**src/hw/rtl/mme_pkg.sv**
```systemverilog
// Shared types and constants of the matrix multiply engine.
package mme_pkg;

   // Field widths of the request and response words.
   localparam int OP_W    = 2;
   localparam int IDX_W   = 7;
   localparam int ELEM_W  = 16;
   localparam int PROD_W  = 32;
   localparam int SUM_W   = 48;
   localparam int OUT_IDX_W = 6;
   localparam int REQ_W   = 32;
   localparam int RSP_W   = 64;

   // Register file.
   localparam int CSR_IDX_W  = 2;
   localparam int CSR_DATA_W = 8;
   localparam int ROWS_W     = 7;
   localparam int COLS_W     = 7;
   localparam int DEPTH_W    = 8;

   localparam logic [CSR_IDX_W-1:0] REG_ROWS  = 2'd0;
   localparam logic [CSR_IDX_W-1:0] REG_COLS  = 2'd1;
   localparam logic [CSR_IDX_W-1:0] REG_DEPTH = 2'd2;

   localparam logic [ROWS_W-1:0]  ROWS_RESET  = 7'd64;
   localparam logic [COLS_W-1:0]  COLS_RESET  = 7'd64;
   localparam logic [DEPTH_W-1:0] DEPTH_RESET = 8'd128;

   // Operation codes.
   localparam logic [OP_W-1:0] OP_WRITE_A = 2'd0;
   localparam logic [OP_W-1:0] OP_WRITE_B = 2'd1;
   localparam logic [OP_W-1:0] OP_QUERY   = 2'd2;

   typedef enum logic [1:0] {
      ST_IDLE,
      ST_ISSUE,
      ST_DRAIN
   } state_type;

   typedef struct packed {
      logic write_a;
      logic write_b;
      logic start;
      logic issue;
      logic load_out;
   } cmd_type;

   typedef struct packed {
      logic a_wr_ok;
      logic b_wr_ok;
      logic query_ok;
      logic depth_zero;
      logic last_issue;
      logic pipe_busy;
      logic out_free;
   } status_type;

endpackage

```
**src/hw/rtl/mme_ctrl.sv**
```systemverilog
// Controller state machine of the matrix multiply engine.
module mme_ctrl (
   input  logic                      clock,
   input  logic                      reset,
   input  logic                      req_tvalid,
   output logic                      req_tready,
   input  logic [mme_pkg::OP_W-1:0]  req_op,
   input  mme_pkg::status_type       status,
   output mme_pkg::cmd_type          cmd
);
   import mme_pkg::*;

   state_type state_ff;
   state_type state_in;
   logic      accept;

   assign req_tready = (state_ff == ST_IDLE);
   assign accept     = req_tvalid && req_tready;

   always_ff @(posedge clock) begin
      if (reset) begin
         state_ff <= ST_IDLE;
      end else begin
         state_ff <= state_in;
      end
   end

   always_comb begin
      state_in = state_ff;
      case (state_ff)
         ST_IDLE: begin
            if (accept && req_op == OP_QUERY && status.query_ok) begin
               state_in = status.depth_zero ? ST_DRAIN : ST_ISSUE;
            end
         end
         ST_ISSUE: begin
            if (status.last_issue) begin
               state_in = ST_DRAIN;
            end
         end
         ST_DRAIN: begin
            if (!status.pipe_busy && status.out_free) begin
               state_in = ST_IDLE;
            end
         end
         default: state_in = ST_IDLE;
      endcase
   end

   always_comb begin
      cmd = '0;
      case (state_ff)
         ST_IDLE: begin
            cmd.write_a = accept && req_op == OP_WRITE_A && status.a_wr_ok;
            cmd.write_b = accept && req_op == OP_WRITE_B && status.b_wr_ok;
            cmd.start   = accept && req_op == OP_QUERY && status.query_ok;
         end
         ST_ISSUE: begin
            cmd.issue = 1'b1;
         end
         ST_DRAIN: begin
            cmd.load_out = !status.pipe_busy && status.out_free;
         end
         default: cmd = '0;
      endcase
   end

endmodule

```
**config.mk**
```make
export PLATFORM = sky130hd
export DESIGN_NAME = mme_ctrl
export DESIGN_NICKNAME = d
export VERILOG_FILES = /design/src/hw/rtl/mme_pkg.sv /design/src/hw/rtl/mme_ctrl.sv
export SDC_FILE = /design/constraint.sdc
export NUM_CORES = 1
export LEC_CHECK = 0
export ABC_CLOCK_PERIOD_IN_PS = 1100
export BUFFER_PORTS_ARGS = -buffer_cell sky130_fd_sc_hd__buf_2
export CAP_MARGIN = 30
export CORE_AREA = 10 10 47 49
export CTS_CLUSTER_DIAMETER = 200
export DETAILED_ROUTE_END_ITERATION = 16
export DIE_AREA = 0 0 57 59
export HOLD_SLACK_MARGIN = 0.15
export PLACE_DENSITY = 0.5
export SYNTH_ARGS = -nofsm -noshare
export SYNTH_HDL_FRONTEND = slang
export SYNTH_SLANG_ARGS = --single-unit
```
**constraint.sdc**
```tcl
create_clock -name clock -period 1.1 [get_ports clock]
set_input_delay 0.11 -clock clock [delete_from_list [all_inputs] [get_ports clock]]
set_output_delay 0.11 -clock clock [all_outputs]
set_load 0.03 [all_outputs]
```
==> impl_metrics.json <==
{
  "syn_inst": 19,
  "grt_max_degree": 8,
  "wl_per_cell_um": 12.4,
  "violations": "negative setup slack",
  "fill_cells": 169,
  "n_antenna_cell": 0,
  "vias": 240,
  "critPathKind": "register to output port",
  "setup_viol": 5,
  "synthesis.area_um2": 169,
  "io_pins": 18,
  "rsz0062_at_grt": "true",
  "num_rows": 14,
  "largest_register_ffs": 2,
  "grtUsageTotal": 0.0444,
  "hold_start": "status[3]",
  "crit_path_end_kind": "output port",
  "crit_chain": "nor4b_4 -> and3b_2 -> buf_6",
  "clk_latency_ns": 0.22,
  "maxClockFrequency_mhz": 787,
  "maxSlewViolCount": 0,
  "drive_gt1_frac": 0.818,
  "numClockSinks": 2,
  "vdd_drop_max_v": 0.000305,
  "place.detailed.hpwl_um": 576,
  "coreArea_um2": 1400,
  "slew_headroom": 0.859,
  "reg2reg_from": "state_ff[0]",
  "die_w_um": 57,
  "dr.first_iter.drc_count": 0,
  "cts-root-buf": "clkbuf_4",
  "drt_wl_total_um": 744,
  "gp_congestion": 0.777,
  "path_clk_slew_ns": 0.03,
  "worst_pin_slew_ns": 0.210,
  "clockBufferDepth": 2,
  "stdcell_area_um2": 435,
  "status": "finished with violations",
  "remaining_drc_errors": 0,
  "dpl.cell_count": 54,
  "hold_slack_ns": 0.190,
  "p_leak_nw": 0.202,
  "grt_pass1_wl_um": 1170,
  "cts_tree": "yes",
  "critPathRequiredTime_ns": 0.99,
  "critPathArrivalTime_ns": 1.16,
  "top_regs": "state_ff x2",
  "io_buffer_count": 17,
  "avgViaCountPerCell": 4.00,
  "syn2layout_area_growth_pct": 158,
  "fin_ws_ns": -0.171,
  "p_comb_frac": 0.264,
  "die_height_um": 59,
  "power.switching_w": 0.0000781,
  "critPathTopFamily": "simple AND/OR/NAND/NOR gates",
  "regMostFlops": "state_ff",
  "critPathLaunchType": "register",
  "r2r-end": "state_ff[0]",
  "first_pass_iters": 1,
  "slowest_delay_ns": 0.33,
  "stdcell_count": 60,
  "syn_nets": 31,
  "sw_frac_of_total": 0.245,
  "place_area_um2": 314,
  "hp-class": "input port to register",
  "grt_pass1_vias": 281,
  "yosys_register_bits": 2,
  "hold-path-endpoint": "state_ff[0]",
  "max-cap-violations": 0,
  "ant_nets": 0,
  "min_period_over_period": 1.16,
  "critical-path-slowest-cell": "dfxtp_2",
  "antenna_found_initial": 0,
  "p_int_w": 0.000241,
  "r2r_cells": 4,
  "hold_viol": 0,
  "yosysUniqueCellTypes": 16,
  "yosys_warnings": 0,
  "skew_ns": 0.00359,
  "avgSynthCellArea_um2": 8.89,
  "seq_area_frac_synth": 0.237,
  "min_period_ns": 1.27,
  "cp_max_fo": 3,
  "cts_made_buffers": 3,
  "fin_nets": 58,
  "place_ws_ns": -0.0249,
  "dieArea_um2": 3360,
  "r2r_slack_ns": -0.02,
  "min_path_cells": 3,
  "cp.buffers_inverters": 1,
  "power_density_nw_per_um2": 732,
  "initial_core_util": 0.121,
  "h-tree-depth": 1,
  "grt_overflow_total": 0,
  "p_clk_frac": 0.502,
  "p_seq_frac": 0.234
}
Yosys cell counts, drive strengths merged:
library cell / count / area (um^2)
dfxtp: 2 / 40.0
or4b: 1 / 10.0
nor3b: 1 / 7.51
nor2: 1 / 3.75
and3b: 1 / 8.76
clkbuf: 1 / 3.75
nand2b: 2 / 12.5
nand3b: 1 / 7.51
nor4b: 1 / 8.76
nor2b: 1 / 6.26
nand4b: 1 / 23.8
a31oi: 1 / 6.26
o31a: 1 / 10.0
and3: 1 / 6.26
nor3: 2 / 10.0
nand2: 1 / 3.75
stage by stage:
stage / utilization / TNS (ns) / total power [W]
global placement: 0.224 / -0.0651 / 0.000141
CTS: 0.288 / -0.586 / 0.000329
detailed placement: 0.224 / -0.0656 / 0.000141
finish: 0.311 / -0.505 / 0.000319
floorplan: - / -0.0133 / 0.000106
global route: 0.311 / -0.812 / 0.000343
repair_timing:
action	in CTS	in global routing
endpoints found under the setup margin	6	7
resized for setup	14	6
pin swaps	3	3
hold buffers	2	0
hold endpoints to repair	2	0
setup buffers	0	1
power groups by stage:
stage / sequential, W / clock (W) / combinational [W]
2_1_floorplan: 0.0000772 / 0 / 0.0000289
3_3_place_gp: 0.0000769 / 0 / 0.0000638
3_5_place_dp: 0.0000768 / 0 / 0.0000642
4_1_cts: 0.0000767 / 0.000172 / 0.0000804
5_1_grt: 0.0000748 / 0.000176 / 0.0000920
6_report: 0.0000747 / 0.000160 / 0.0000842
layer usage:
metal / routed length, um / up-vias / global-route usage
li1: - / 123 / -
met1: 240 / 111 / 0.0414
met2: 459 / 6 / 0.0698
met3: 45 / 0 / 0.0172
met4: 0 / 0 / 0.0503
met5: 0 / - / 0
worst reg2reg max path: cells and delay by family, from the launching register on:
kind	cells	cell delay (ns)
AO/OA/AOI/OAI	1	0.34
buffers and inverters	2	0.26
flip-flops	1	0.35
AND/OR/NAND/NOR	1	0.09
worst max path at each step:
stage	startpoint	endpoint	slack [ns]	depth (start not counted)
floorplan	state_ff[0]	state_ff[1]	-0.01	3
global placement	state_ff[1]	cmd[4]	-0.03	3
detailed placement	req_op[0]	state_ff[1]	-0.02	4
CTS	state_ff[0]	cmd[4]	-0.19	3
global route	state_ff[1]	cmd[4]	-0.24	3
finish	state_ff[1]	cmd[4]	-0.17	3
cells in the final DEF, fill, tap and decap left out:
master / synthesis / routed
or4b_1: 1 / 1
a31oi_1: 1 / 1
nand2b_1: 2 / 2
buf_6: 0 / 5
buf_4: 0 / 5
o31a_4: 0 / 1
nor2_2: 0 / 1
clkbuf_4: 0 / 3
nand3b_1: 1 / 1
dfxtp_2: 0 / 1
nand2_1: 1 / 1
and3b_2: 0 / 1
nor3_2: 0 / 2
buf_2: 0 / 11
dlygate4sd3_1: 0 / 2
nand4b_4: 1 / 1
dfxtp_4: 0 / 1
nor3b_2: 0 / 1
nor4b_4: 0 / 1
nor2b_4: 0 / 1
and3_4: 0 / 1
layout make-up:
class,count,area [um^2],share of cell area
multi-input combinational,16,179,0.411
timing repair buffer,23,169,0.388
sequential,2,45.0,0.103
clock buffer,3,22.5,0.0517
tap,16,20.0,0.0460
cells by family after synthesis:
logic type | after synthesis | synth area share
flops | 2 | 0.237
simple gates | 14 | 0.644
compound gates | 2 | 0.0963
buf+inv | 1 | 0.0222
(Power assumes the default switching activity.)
